[config.mk]
export PLATFORM = sky130hd
export DESIGN_NAME = alarm_clock_controller_core_flat
export DESIGN_NICKNAME = d
export VERILOG_FILES = /design/src/rtl/acc_pkg.sv /design/src/rtl/acc_if.sv /design/src/rtl/alarm_clock_controller_core.sv /design/src/rtl/acc_cfg.sv /design/src/rtl/acc_step.sv /design/src/flat_wrapper.sv
export SDC_FILE = /design/constraint.sdc
export NUM_CORES = 1
export LEC_CHECK = 0
export BUFFER_PORTS_ARGS = -buffer_cell sky130_fd_sc_hd__clkbuf_2
export CORE_MARGIN = 2
export CORE_UTILIZATION = 55
export DETAILED_ROUTE_END_ITERATION = 16
export PLACE_DENSITY_LB_ADDON = 0.12
export RECOVER_POWER = 100
export SLEW_MARGIN = 5
export SYNTH_ARGS = -nofsm -noshare
export SYNTH_HDL_FRONTEND = slang
export SYNTH_HIERARCHICAL = 1
export SYNTH_SLANG_ARGS = --single-unit
[constraint.sdc]
create_clock -name clk -period 11.2 [get_ports clk]
set_input_delay 1.12 -clock clk [delete_from_list [all_inputs] [get_ports clk]]
set_output_delay 1.12 -clock clk [all_outputs]
set_load 0.005 [all_outputs]
[src/rtl/acc_pkg.sv]
// ----------------------------------------------------------------------------
// acc_pkg: shared types and codes for the alarm clock controller
// Item layouts, state and mode codes, configuration indexes.
// ----------------------------------------------------------------------------
package acc_pkg;

	localparam int CFG_IDX_W  = 1;
	localparam int CFG_DATA_W = 16;

	localparam logic [CFG_IDX_W-1:0] CFG_AUTO_MUTE = 1'd0;
	localparam logic [CFG_IDX_W-1:0] CFG_SNOOZE    = 1'd1;

	localparam logic [15:0] AUTO_MUTE_RST = 16'd60;
	localparam logic [15:0] SNOOZE_RST    = 16'd300;

	localparam logic [2:0] MODE_TICK   = 3'd0;
	localparam logic [2:0] MODE_SET    = 3'd1;
	localparam logic [2:0] MODE_TOGGLE = 3'd2;
	localparam logic [2:0] MODE_SNOOZE = 3'd3;
	localparam logic [2:0] MODE_MUTE   = 3'd4;

	localparam logic [1:0] ST_DISABLED = 2'd0;
	localparam logic [1:0] ST_ENABLED  = 2'd1;
	localparam logic [1:0] ST_ACTIVE   = 2'd2;
	localparam logic [1:0] ST_SNOOZED  = 2'd3;

	typedef struct packed {
		logic [2:0]  mode;
		logic [31:0] now_seconds;
		logic [4:0]  now_hour;
		logic [5:0]  now_minute;
		logic [4:0]  set_hour;
		logic [5:0]  set_minute;
	} cmd_item_t;

	typedef struct packed {
		logic [1:0] alarm_state;
		logic       buzzing;
		logic       buzzer_start;
		logic [4:0] alarm_hour_out;
		logic [5:0] alarm_minute_out;
	} result_item_t;

	typedef struct packed {
		logic [15:0] auto_mute_seconds;
		logic [15:0] snooze_seconds;
	} cfg_t;

	typedef struct packed {
		logic [1:0]  mode_state;
		logic [4:0]  alarm_hour;
		logic [5:0]  alarm_minute;
		logic [31:0] activated_at;
		logic [31:0] snooze_deadline;
		logic [5:0]  last_fired_minute;
		logic        last_fired_valid;
	} alarm_st_t;

endpackage

[src/rtl/acc_if.sv]
// ----------------------------------------------------------------------------
// acc_if: item channels of the alarm clock controller
// Valid/ready channels for command items and result items.
// ----------------------------------------------------------------------------
interface acc_cmd_if;
	logic               valid;
	logic               ready;
	acc_pkg::cmd_item_t data;

	modport source(output valid, output data, input ready);
	modport sink(input valid, input data, output ready);
endinterface

interface acc_result_if;
	logic                  valid;
	logic                  ready;
	acc_pkg::result_item_t data;

	modport source(output valid, output data, input ready);
	modport sink(input valid, input data, output ready);
endinterface

[src/rtl/alarm_clock_controller_core.sv]
// ----------------------------------------------------------------------------
// alarm_clock_controller_core: alarm clock controller with snooze
// Input register, next-state logic, alarm state and result register.
// ----------------------------------------------------------------------------
// Takes one command item per cycle while results are taken, and returns one
// result item per command. An item is captured in an input register and applied
// to the alarm state once the result register is free or being read, with its
// result registered at the end of that cycle; the state update is combinational,
// so the input register takes a new item in the cycle it hands one on.
// The result register lets a new item enter while a result waits. Write the
// auto-mute and snooze durations only while no item is in flight.
module alarm_clock_controller_core (
	input  logic                           clk,
	input  logic                           arst_n,
	acc_cmd_if.sink                        cmd,
	acc_result_if.source                   result,
	input  logic                           cfg_we,
	input  logic [acc_pkg::CFG_IDX_W-1:0]  cfg_index,
	input  logic [acc_pkg::CFG_DATA_W-1:0] cfg_wdata
);
	import acc_pkg::*;

	cfg_t         cfg;
	cmd_item_t    item_s1;
	logic         valid_s1;
	alarm_st_t    st_q;
	alarm_st_t    st_nxt;
	result_item_t res_nxt;
	result_item_t res_q;
	logic         res_valid_q;
	logic         advance;

	acc_cfg u_cfg (
		.clk       (clk),
		.arst_n    (arst_n),
		.cfg_we    (cfg_we),
		.cfg_index (cfg_index),
		.cfg_wdata (cfg_wdata),
		.cfg       (cfg)
	);

	acc_step u_step (
		.item   (item_s1),
		.st     (st_q),
		.cfg    (cfg),
		.st_nxt (st_nxt),
		.res    (res_nxt)
	);

	assign advance   = valid_s1 && (!res_valid_q || result.ready);
	assign cmd.ready = !valid_s1 || advance;

	always_ff @(posedge clk or negedge arst_n) begin
		if (!arst_n) begin
			valid_s1 <= 1'b0;
		end else if (cmd.valid && cmd.ready) begin
			valid_s1 <= 1'b1;
		end else if (advance) begin
			valid_s1 <= 1'b0;
		end
	end

	always_ff @(posedge clk) begin
		if (cmd.valid && cmd.ready) begin
			item_s1 <= cmd.data;
		end
	end

	always_ff @(posedge clk or negedge arst_n) begin
		if (!arst_n) begin
			st_q        <= '0;
			res_valid_q <= 1'b0;
		end else if (advance) begin
			st_q        <= st_nxt;
			res_valid_q <= 1'b1;
		end else if (result.ready) begin
			res_valid_q <= 1'b0;
		end
	end

	always_ff @(posedge clk) begin
		if (advance) begin
			res_q <= res_nxt;
		end
	end

	assign result.valid = res_valid_q;
	assign result.data  = res_q;

	a_buzzer_start_state: assert property (@(posedge clk) disable iff (!arst_n)
		result.valid && result.data.buzzer_start |->
			(result.data.alarm_state == ST_ACTIVE || result.data.alarm_state == ST_ENABLED))
		else $error("buzzer start reported without the alarm firing");

	a_state_hold: assert property (@(posedge clk) disable iff (!arst_n)
		!advance |=> $stable(st_q))
		else $error("alarm state changed without an item");

	a_advance_result: assert property (@(posedge clk) disable iff (!arst_n)
		advance |=> result.valid && result.data.alarm_state == $past(st_nxt.mode_state))
		else $error("result lost or wrong after an item advanced");

	a_result_held: assert property (@(posedge clk) disable iff (!arst_n)
		result.valid && !result.ready |=> result.valid && $stable(result.data))
		else $error("waiting result changed");

endmodule

[src/rtl/acc_cfg.sv]
// ----------------------------------------------------------------------------
// acc_cfg: configuration registers
// Auto-mute and snooze durations, written through a plain write port.
// ----------------------------------------------------------------------------
module acc_cfg (
	input  logic                            clk,
	input  logic                            arst_n,
	input  logic                            cfg_we,
	input  logic [acc_pkg::CFG_IDX_W-1:0]   cfg_index,
	input  logic [acc_pkg::CFG_DATA_W-1:0]  cfg_wdata,
	output acc_pkg::cfg_t                   cfg
);
	import acc_pkg::*;

	cfg_t cfg_q;

	always_ff @(posedge clk or negedge arst_n) begin
		if (!arst_n) begin
			cfg_q.auto_mute_seconds <= AUTO_MUTE_RST;
			cfg_q.snooze_seconds    <= SNOOZE_RST;
		end else if (cfg_we) begin
			unique case (cfg_index)
				CFG_AUTO_MUTE: cfg_q.auto_mute_seconds <= cfg_wdata;
				CFG_SNOOZE:    cfg_q.snooze_seconds    <= cfg_wdata;
				default: ;
			endcase
		end
	end

	assign cfg = cfg_q;

endmodule

[src/rtl/acc_step.sv]
// ----------------------------------------------------------------------------
// acc_step: alarm next-state logic
// Applies one command item to the alarm state and forms its result.
// ----------------------------------------------------------------------------
module acc_step (
	input  acc_pkg::cmd_item_t    item,
	input  acc_pkg::alarm_st_t    st,
	input  acc_pkg::cfg_t         cfg,
	output acc_pkg::alarm_st_t    st_nxt,
	output acc_pkg::result_item_t res
);
	import acc_pkg::*;

	logic        fire;
	logic        start;
	logic [31:0] since_act;
	logic [31:0] past_deadline;
	logic        mute_due;
	logic [31:0] snooze_end;

	assign fire = (st.mode_state == ST_ENABLED) &&
		(item.now_hour == st.alarm_hour) && (item.now_minute == st.alarm_minute) &&
		(!st.last_fired_valid || (st.last_fired_minute != item.now_minute));

	assign since_act     = item.now_seconds - st.activated_at;
	assign past_deadline = item.now_seconds - st.snooze_deadline;
	assign mute_due      = since_act >= {16'd0, cfg.auto_mute_seconds};
	assign snooze_end    = item.now_seconds + {16'd0, cfg.snooze_seconds};

	always_comb begin
		st_nxt = st;
		start  = 1'b0;
		unique case (item.mode)
			MODE_TICK: begin
				if (fire) begin
					start                    = 1'b1;
					st_nxt.activated_at      = item.now_seconds;
					st_nxt.last_fired_minute = item.now_minute;
					st_nxt.last_fired_valid  = 1'b1;
					// zero auto-mute silences in the same tick
					st_nxt.mode_state = (cfg.auto_mute_seconds == 16'd0) ?
						ST_ENABLED : ST_ACTIVE;
				end else if (st.mode_state == ST_ACTIVE) begin
					if (mute_due) begin
						st_nxt.mode_state = ST_ENABLED;
					end
				end else if (st.mode_state == ST_SNOOZED) begin
					if (!past_deadline[31]) begin
						start               = 1'b1;
						st_nxt.mode_state   = ST_ACTIVE;
						st_nxt.activated_at = item.now_seconds;
					end
				end
			end
			MODE_SET: begin
				st_nxt.alarm_hour   = item.set_hour;
				st_nxt.alarm_minute = item.set_minute;
				if (st.mode_state == ST_DISABLED) begin
					st_nxt.mode_state = ST_ENABLED;
				end
			end
			MODE_TOGGLE: begin
				st_nxt.mode_state = (st.mode_state == ST_DISABLED) ? ST_ENABLED : ST_DISABLED;
			end
			MODE_SNOOZE: begin
				if (st.mode_state == ST_ACTIVE) begin
					st_nxt.snooze_deadline = snooze_end;
					st_nxt.mode_state      = ST_SNOOZED;
				end
			end
			MODE_MUTE: begin
				if (st.mode_state == ST_ACTIVE || st.mode_state == ST_SNOOZED) begin
					st_nxt.mode_state = ST_ENABLED;
				end
			end
			default: ;
		endcase
	end

	always_comb begin
		res.alarm_state      = st_nxt.mode_state;
		res.buzzing          = (st_nxt.mode_state == ST_ACTIVE);
		res.buzzer_start     = start;
		res.alarm_hour_out   = st_nxt.alarm_hour;
		res.alarm_minute_out = st_nxt.alarm_minute;
	end

endmodule

[src/flat_wrapper.sv]
// flat-port wrapper written by rule: the top's interface ports become plain ports
module alarm_clock_controller_core_flat import acc_pkg::*;
  (clk, arst_n, cfg_we, cfg_index, cfg_wdata, cmd_valid, cmd_data, cmd_ready, result_valid, result_data, result_ready);
  acc_cmd_if cmd_i ();
  acc_result_if result_i ();
  input  logic clk;
  input  logic arst_n;
  input  logic cfg_we;
  input  logic [acc_pkg::CFG_IDX_W-1:0] cfg_index;
  input  logic [acc_pkg::CFG_DATA_W-1:0] cfg_wdata;
  input wire logic [$bits(cmd_i.valid)-1:0] cmd_valid;
  input wire logic [$bits(cmd_i.data)-1:0] cmd_data;
  output wire logic [$bits(cmd_i.ready)-1:0] cmd_ready;
  output wire logic [$bits(result_i.valid)-1:0] result_valid;
  output wire logic [$bits(result_i.data)-1:0] result_data;
  input wire logic [$bits(result_i.ready)-1:0] result_ready;
  assign cmd_i.valid = cmd_valid;
  assign cmd_i.data = cmd_data;
  assign cmd_ready = cmd_i.ready;
  assign result_valid = result_i.valid;
  assign result_data = result_i.data;
  assign result_i.ready = result_ready;
  alarm_clock_controller_core u_core (.clk(clk), .arst_n(arst_n), .cmd(cmd_i), .result(result_i), .cfg_we(cfg_we), .cfg_index(cfg_index), .cfg_wdata(cfg_wdata));
endmodule
# Yosys cells after proc, flatten, opt, wreduce, memory -nomap -nowiden
# Index checks and enable logic that the tools add are counted.
[word_totals]
ff_bits = 190
inputBits = 79
out_inout_bits = 17
word_cells = 87
[classes]
add_sub_neg = 3
n_lt_le_gt_ge = 1
eq_ne = 13
mux = 24
n_bitwise = 1
reduce_logical = 23
[ops]
columns = ["op", "n"]
rows = [
  ["$mux W32", 4],
  ["$sub A32 B32 Y32", 2],
  ["$add A32 B16 Y32", 1],
  ["$ge A32 B16 Y1", 1],
  ["$mux W2", 9],
  ["$logic_not A16 Y1", 1],
  ["$mux W11", 1],
  ["$pmux W2 S5", 1],
  ["$mux W1", 9],
  ["$eq A2 B2 Y1 const B", 3],
  ["$eq A3 B2 Y1 const B", 2],
  ["$eq A6 B6 Y1", 1],
  ["$ne A6 B6 Y1", 1],
  ["$reduce_and A3 Y1", 2],
  ["$reduce_bool A2 Y1", 3],
  ["$eq A5 B5 Y1", 1],
  ["$logic_and A1 B1 Y1", 5],
  ["$reduce_and A5 Y1", 1],
  ["$logic_or A1 B1 Y1", 4],
  ["$ne A2 B2 Y1 const B", 2],
  ["$reduce_and A2 Y1", 2],
  ["$eq A3 B1 Y1 const B", 1],
  ["$eq A3 B3 Y1 const B", 1],
  ["$logic_not A1 Y1", 3],
  ["other kinds (4)", 4],
]

# Depth between registers and ports, before layout
# Gate-level depths: netlist of the first run.
[logic_depth]
word_depth = 7
ltp_mapped = 23
depth_no_buf = 22

# By module
# The synthesis of the first run kept the hierarchy.
[by_module_without_submodules]
columns = ["mod", "instances", "cells_each", "area_each_um2", "seq_area_each_um2"]
rows = [
  ["alarm_clock_controller_core", 1, 258, 5576.6, 4314.1],
  ["acc_step", 1, 819, 5542.8, 0.0],
  ["acc_cfg", 1, 69, 1262.5, 810.8],
]

# Worst setup path after synthesis of the first run
# OpenSTA, ideal clock, no wires.
[synth_timing]
kind = "flip-flop to flip-flop"
start = "reg u_core/item_s1[22] (netlist name)"
end = "reg u_core/st_q[82] (netlist name)"
setup_ps = 125
arrival_ps = 3942
t_required_ps = 11075
slack_ps = 7133
stages_incl_launch_ff = 24
path_buffers = 1
path_cell_list = "edfxtp_1 > inv_1 > ha_1 > fa_1 > nand2b_1 > a211oi_1 > o21ai_0 > nand2_1 > a21oi_1 > o21bai_1 > a21oi_1 > xnor2_1 > ha_1 > a21oi_1 > o22ai_1 > nor3_1 > o2111ai_1 > a21oi_1 > o21a_1 > and4_1 > nand4_1 > a21o_1 > buf_4 > mux2_4"
[synth_rtl]
columns = ["element", "line_no", "source"]
rows = [
  ["start, declared", "alarm_clock_controller_core.sv:24", "cmd_item_t item_s1;"],
  ["start signal, assigned", "alarm_clock_controller_core.sv:65", "item_s1 <= cmd.data;"],
  ["end signal, assigned", "alarm_clock_controller_core.sv:74", "st_q <= st_nxt;"],
  ["end, declared", "alarm_clock_controller_core.sv:26", "alarm_st_t st_q;"],
]

==> flow_metrics.tcl, run 1 <==
set metrics [dict create \
    cpMostUsedCell "clkbuf_1" \
    tns_ns 0 \
    grt_pass1_vias 8668 \
    post_cts_resized 0 \
    dieArea_sq_um 23700 \
    clock_path_buffers 2 \
    syn2layout_area_growth_pct 7.08 \
    diodes 0 \
    ys_warn_count 6 \
    cts_setup_buffers 0 \
    irDropWorstVdd_v 0.000117 \
    root_buffer "clkbuf_16" \
    grt_overflow 0 \
    internal-power_mw 1.29 \
    drc 0 \
    rsz0062_at_grt "false" \
    firstDrtPassIters 5 \
    synthArstFlopShare 0.621 \
    powerDensity_nw_per_um2 142 \
    die_h_um 154 \
    p_leak_nw 5.84 \
    slowest_stage "clkbuf_1" \
    cpLargestDelayFamily "buffers and inverters" \
    gr-usage-all-layers 0.234 \
    synth_edf_count 72 \
    drtIter0Drc 453 \
    num_vias 8606 \
    syn_area_per_cell_sq_um 10.8 \
    swShare 0.315 \
    layout.nets 1392 \
    clk_pin_slew_worst_paths_ns 0.08 \
    critical_path_arrival_ns 5.96 \
    synthesis.area_sq_um 12400 \
    insertion_delay_ns 0.45 \
    grt_pass1_wl_mm 44.5 \
    p_clk_frac 0.339 \
    cts_tree "yes" \
    antenna_found_initial 0 \
    fmax_mhz 162 \
    setup-violations-final 0 \
    critPathRequiredTime_ns 10.97 \
    clock_sinks 190 \
    relSlewSlack -1.35 \
    path_buf_inv 2 \
    core_sq_um 22000 \
    end_kind "asynchronous set/reset pin" \
    min-delay-path-class "flop to flop" \
    outcome "complete, but fails checks" \
    grt_max_degree 67 \
    drive_gt1_frac 0.184 \
    cts_inserted_buffers 17 \
    worstPathMaxFanout 64 \
    crit_path_cell_trace "clkbuf_1, clkbuf_1" \
    hpwl_mm 19.0 \
    final.period_utilization 0.553 \
    nFillCells 1911 \
    via_per_inst 5.70 \
    ys.flop_type "dfrtp_1" \
    ys_seq_area_frac 0.414 \
    synth_cell_types 64 \
    crit_path_start_kind "input port" \
    routed_wl_mm 26.7 \
    gp_congestion 0.877 \
    layout_commonest_cell "dfrtp_1" \
    worstMarginPinSlew_ns 3.52 \
    rows 54 \
    p_sw_uw 593 \
    synth_nets 1320 \
    start_util 0.564 \
    p_seq_frac 0.456 \
    cts_max_level 4 \
    hold_viol 0 \
    slew_violations 360 \
    violations "capacitance limit, slew limit" \
    p_total_mw 1.88 \
    die_w_um 154 \
    hold_buffers 0 \
    maxCapViolations 8 \
    ant_nets 0 \
    cpPeakStageDelay_ns 2.57 \
    final_cell_mix "dfrtp_1 (110), inv_1 (104), mux2_2 (102), ha_1 (93)" \
    finalCriticalPeriod_ns 6.19 \
    syn_inst 1146 \
    avgRoutedWirePerCell_um 17.7 \
    path_class "input port to asynchronous set/reset pin" \
    numPortBuffers 95 \
    pwr-share-comb 0.206 \
    ys_seq_elements 190 \
    finClkSkew_ns 0.0150 \
    io_pins 96 \
]
==> power groups by stage <==
stage          logic [mW]  registers (mW)  clock network [mW]
2_1_floorplan       0.341           0.854                   0
3_3_place_gp        0.412           0.871                   0
3_5_place_dp        0.417           0.872                   0
4_1_cts             0.421           0.859               0.653
5_1_grt             0.436           0.869               0.676
6_report            0.387           0.858               0.638
==> sequential cells by signal, summed over array words and instances, names as in the netlist <==
| signal | flops |
|---|---|
| u_core/item_s1 | 57 |
| u_core/u_cfg/cfg | 32 |
| u_core/result.valid | 1 |
| u_core/result.data | 15 |
| u_core/valid_s1 | 1 |
| u_core/st_q | 84 |
==> layout make-up <==
cell class                 count  area (sq um)  area share
multi-input combinational    806          6290       0.475
sequential                   190          5120       0.387
timing repair buffer          99           468      0.0353
clock buffer                  17           425      0.0321
inverter                     104           390      0.0294
tap                          280           350      0.0264
clock inverter                15           206      0.0156
==> worst paths after layout <==
path                       depth (start not counted)                    end  slack, ns          startpoint
min in group asynchronous                          1   u_core/u_cfg/cfg[16]       1.71              arst_n
hold / removal                                     1        u_core/st_q[67]       0.50     u_core/st_q[67]
setup reg to reg                                  12        u_core/st_q[36]       5.26  u_core/item_s1[23]
max in group clk                                   5  u_core/result.data[1]       5.25        result_ready
setup / recovery                                   2        u_core/st_q[25]       5.01              arst_n
hold reg to reg                                    1        u_core/st_q[67]       0.50     u_core/st_q[67]
==> synth_stat cells, types with 8 or more instances <==
master / n / area share
a211oi_1: 8 / 0.0049
a21o_1: 26 / 0.016
a21oi_1: 55 / 0.022
and3_1: 14 / 0.0071
buf_2: 8 / 0.0032
buf_4: 14 / 0.0085
buf_6: 9 / 0.0082
clkbuf_1: 14 / 0.0042
dfrtp_1: 110 / 0.22
dfstp_2: 8 / 0.017
edfxtp_1: 72 / 0.17
ha_1: 93 / 0.094
inv_1: 104 / 0.032
mux2_2: 103 / 0.094
mux2_4: 59 / 0.072
mux2i_1: 11 / 0.0089
nand2_1: 75 / 0.023
nand2b_1: 14 / 0.0071
nand3_1: 14 / 0.0057
nand4_1: 19 / 0.0096
nor2_1: 64 / 0.019
nor2b_1: 9 / 0.0045
nor3_1: 25 / 0.010
o211ai_1: 10 / 0.0061
o21a_1: 10 / 0.0061
o21ai_0: 65 / 0.026
xnor2_1: 41 / 0.029
xor2_1: 20 / 0.014
==> per-stage QoR <==
step,util,instance area [sq um],setup WS (ns),hold slack (ns),cells
global route,0.604,13300,3.75,0.534,1511
finish,0.604,13300,5.01,0.501,1511
floorplan,-,12400,7.13,0.477,1146
CTS,0.618,13600,6.76,0.517,1511
global placement,0.590,12900,6.92,0.490,1479
detailed placement,0.590,12900,6.81,0.494,1479
==> routing by layer <==
metal,up-vias,track usage,part of all wire
met2,148,0.383,0.47
met3,20,0.0355,0.030
met5,-,0,0
li1,4243,-,-
met1,4195,0.331,0.49
met4,0,0.0534,0.0099
==> cell families after synthesis <==
group                    count (synthesis)  share of synthesized area
XOR/XNOR                                61                     0.0431
adder cells (fa/ha/maj)                 95                     0.0972
AND/OR/NAND/NOR                        261                      0.102
buffers and inverters                  150                     0.0560
AO/OA/AOI/OAI                          216                      0.114
multiplexers                           173                      0.174
flip-flops                             190                      0.414
No activity file was read; power rests on OpenSTA's default activity.
==> run 2: changes to the inputs <==
--- a/config.mk
+++ b/config.mk
@@ -5,6 +5,7 @@
 export SDC_FILE = /design/constraint.sdc
 export NUM_CORES = 1
 export LEC_CHECK = 0
+export ABC_AREA = 1
 export BUFFER_PORTS_ARGS = -buffer_cell sky130_fd_sc_hd__clkbuf_2
 export CORE_MARGIN = 2
 export CORE_UTILIZATION = 55
==> constraint.sdc (replaced) <==
create_clock -name clk -period 6 [get_ports clk]
set_input_delay 0.6 -clock clk [delete_from_list [all_inputs] [get_ports clk]]
set_output_delay 0.6 -clock clk [all_outputs]
set_load 0.005 [all_outputs]
==> run 2 against run 1 <==
Against the previous run:
- the flow still finishes with violations (capacitance limit, slew limit)
- sequential share of layout area down 3.3 points
- combinational power grew 130%
- total power grew 100%
- first-iteration DRC count is 110% higher
- core utilization is 0.19 points lower
- clock power rose by 96%
- routed wire length is 34% higher
- clock-buffer cell count up 1
==> flow_metrics.tcl, run 2 <==
set metrics [dict create \
    postLayoutSetupSlackWorst_ns 1.44 \
    regArea_sq_um 5130 \
    cts_tree "yes" \
    p_clk_frac 0.331 \
    nFillCells 2299 \
    firstDrtPassIters 6 \
    violations "capacitance limit, slew limit" \
    r2r_cells 5 \
    internal-power_mw 2.42 \
    num_vias 11900 \
    outcome "complete, but fails checks" \
    ys_seq_elements 190 \
    drtIter0Drc 932 \
    syn2layout_area_growth_pct 8.28 \
    rows 57 \
    powerDensity_nw_per_um2 260 \
    diodes 0 \
    fmax_mhz 219 \
    io_pins 96 \
    slew_violations 239 \
    swShare 0.357 \
    reg2reg_from "u_core/valid_s1" \
    hold_viol 0 \
    grt_pass1_vias 11400 \
    timing.reg2reg.setup_slack_ns 1.44 \
    finalCriticalPeriod_ns 4.56 \
    synth_largest_area_cell "dfrtp_1" \
    holdPathStages 1 \
    path_class "flop to flop" \
    post_cts_resized 0 \
    numPortBuffers 95 \
    p_total_mw 3.77 \
    insertion_delay_ns 0.44 \
    hpwl_mm 26.3 \
    grt_overflow 0 \
    hold_slack_ns 0.324 \
    drc 0 \
    gr-usage-all-layers 0.285 \
    hold_buffers 0 \
    synth_edf_count 72 \
    synth_nets 2010 \
    hp-start "cmd_data[22]" \
    routed_wl_mm 35.8 \
    ys.flop_type "dfrtp_1" \
    worstMarginPinSlew_ns 4.18 \
    place_ws_ns 2.55 \
    synthTopCellsByArea "dfrtp_1 (21%), nand2_1 (17%), edfxtp_1 (16%)" \
    die_w_um 160 \
    cts_inserted_buffers 17 \
    relSlewSlack -1.79 \
    critPathRequiredTime_ns 6.35 \
    synth_top_area_frac 0.205 \
    ant_nets 0 \
    synth.most_common_cell "nand2_1" \
    multi_input_area_sq_um 6770 \
    core_sq_um 24100 \
    synth_cell_types 55 \
    p_leak_nw 7.55 \
    gp_congestion 0.968 \
    avgRoutedWirePerCell_um 16.1 \
    die_h_um 160 \
    finClkSkew_ns 0.0165 \
    end_kind "flop" \
    start_util 0.556 \
    synthesis.area_sq_um 13400 \
    antenna_found_initial 0 \
    root_buffer "clkbuf_16" \
    layout.nets 2064 \
    clock_path_buffers 2 \
    min-delay-path-class "input port to flop" \
    dp_cells 2195 \
    syn_area_per_cell_sq_um 7.30 \
    grt_max_degree 86 \
    critical_path_arrival_ns 4.91 \
    layout_commonest_cell "nand2_1" \
    p_seq_frac 0.429 \
    cts_setup_buffers 0 \
    setup-violations-final 0 \
    instances_no_fill 2227 \
    cts_max_level 4 \
    synthTopCellsByCount "nand2_1 (604), inv_1 (269), nand3_1 (179)" \
    tns_ns 0 \
    rsz0062_at_grt "false" \
    final_cell_mix "nand2_1 (607), inv_1 (269), nand3_1 (179), dfrtp_1 (109), ha_1 (93)" \
    irDropWorstVdd_v 0.000273 \
    largest-register "u_core/st_q" \
    largest_register_ff_count 84 \
    ys_seq_area_frac 0.382 \
    p_sw_mw 1.35 \
    clock_sinks 190 \
    pwr-share-comb 0.240 \
    holdPathEnd "u_core/item_s1[22]" \
    final.period_utilization 0.760 \
    worstPathMaxFanout 85 \
    worstReg2RegEnd "u_core/st_q[67]" \
    grt_pass1_wl_mm 58.1 \
    clk_pin_slew_worst_paths_ns 0.09 \
    maxCapViolations 4 \
    drive_gt1_frac 0.0888 \
    synthArstFlopShare 0.621 \
    ys_warn_count 6 \
    crit_path_start_kind "flop" \
    syn_inst 1836 \
    via_per_inst 5.36 \
    dieArea_sq_um 25600 \
]
-- run 2: cell types whose count changed in the layout (fill, tap and decap cells not counted), moves of 25 or more --
cell     before  now
xnor2_1      41    4
nand3_1      14  179
inv_1       104  269
nand2_1      77  607
nor2_1       64   89
mux2_1       56    4
mux2_2      102    5
-- run 2: layout make-up --
cell class / count / share of cell area
sequential: 190 / 0.353
clock inverter: 14 / 0.0149
timing repair buffer: 101 / 0.0327
clock buffer: 18 / 0.0310
inverter: 283 / 0.0736
tap: 324 / 0.0279
multi-input combinational: 1297 / 0.467
-- run 2: kinds of logic (layout without fill, tap and decap cells) --
| family | count (synthesis) | in the layout | synth area share |
|---|---|---|---|
| and+or+nand+nor | 970 | 970 | 0.311 |
| buffers and inverters | 349 | 416 | 0.110 |
| DFF | 190 | 190 | 0.382 |
| AOI/OAI and AO/OA | 187 | 187 | 0.0762 |
| adders and majority gates | 95 | 95 | 0.0898 |
| xor gates and xnor gates | 36 | 36 | 0.0235 |
| muxes | 9 | 9 | 0.00756 |
-- run 2: worst max-delay path by stage --
stage / start / end / slack (ns) / depth (start not counted)
2_1_floorplan: u_core/item_s1[28] / u_core/st_q[82] / 2.97 / 24
3_3_place_gp: u_core/item_s1[22] / u_core/st_q[82] / 2.60 / 26
3_5_place_dp: u_core/item_s1[28] / u_core/st_q[82] / 2.55 / 23
4_1_cts: u_core/item_s1[28] / u_core/st_q[82] / 2.52 / 23
5_1_grt: u_core/valid_s1 / u_core/st_q[50] / 1.05 / 5
6_report: u_core/valid_s1 / u_core/st_q[67] / 1.44 / 5
-- run 2: per-stage QoR --
step                cell area, sq um  utilization
floorplan                      13400            -
global placement               13900        0.578
detailed placement             13900        0.578
CTS                            14600        0.605
global route                   14500        0.602
finish                         14500        0.602
-- run 2: metal layers --
layer  track usage  up-vias  wire [um]
met3        0.0405       58       2040
met5             0        -          0
li1              -     5981          -
met2         0.473      353      16900
met4        0.0848        0        923
met1         0.390     5548      15900
-- run 2: critical path, cell delays in order (launching register included) --
cell	delay, ns
dfrtp_2	0.41
buf_4	0.42
nand2_2	0.20
clkbuf_1	2.93
nand2_1	0.23
nand2_1	0.21
-- run 2: power by group through the flow --
stage          sequential [mW]  combinational [mW]  clock [mW]
2_1_floorplan             1.60               0.705           0
3_3_place_gp              1.64               0.891           0
3_5_place_dp              1.64               0.901           0
4_1_cts                   1.62               0.909        1.27
5_1_grt                   1.64                1.02        1.33
6_report                  1.62               0.904        1.25
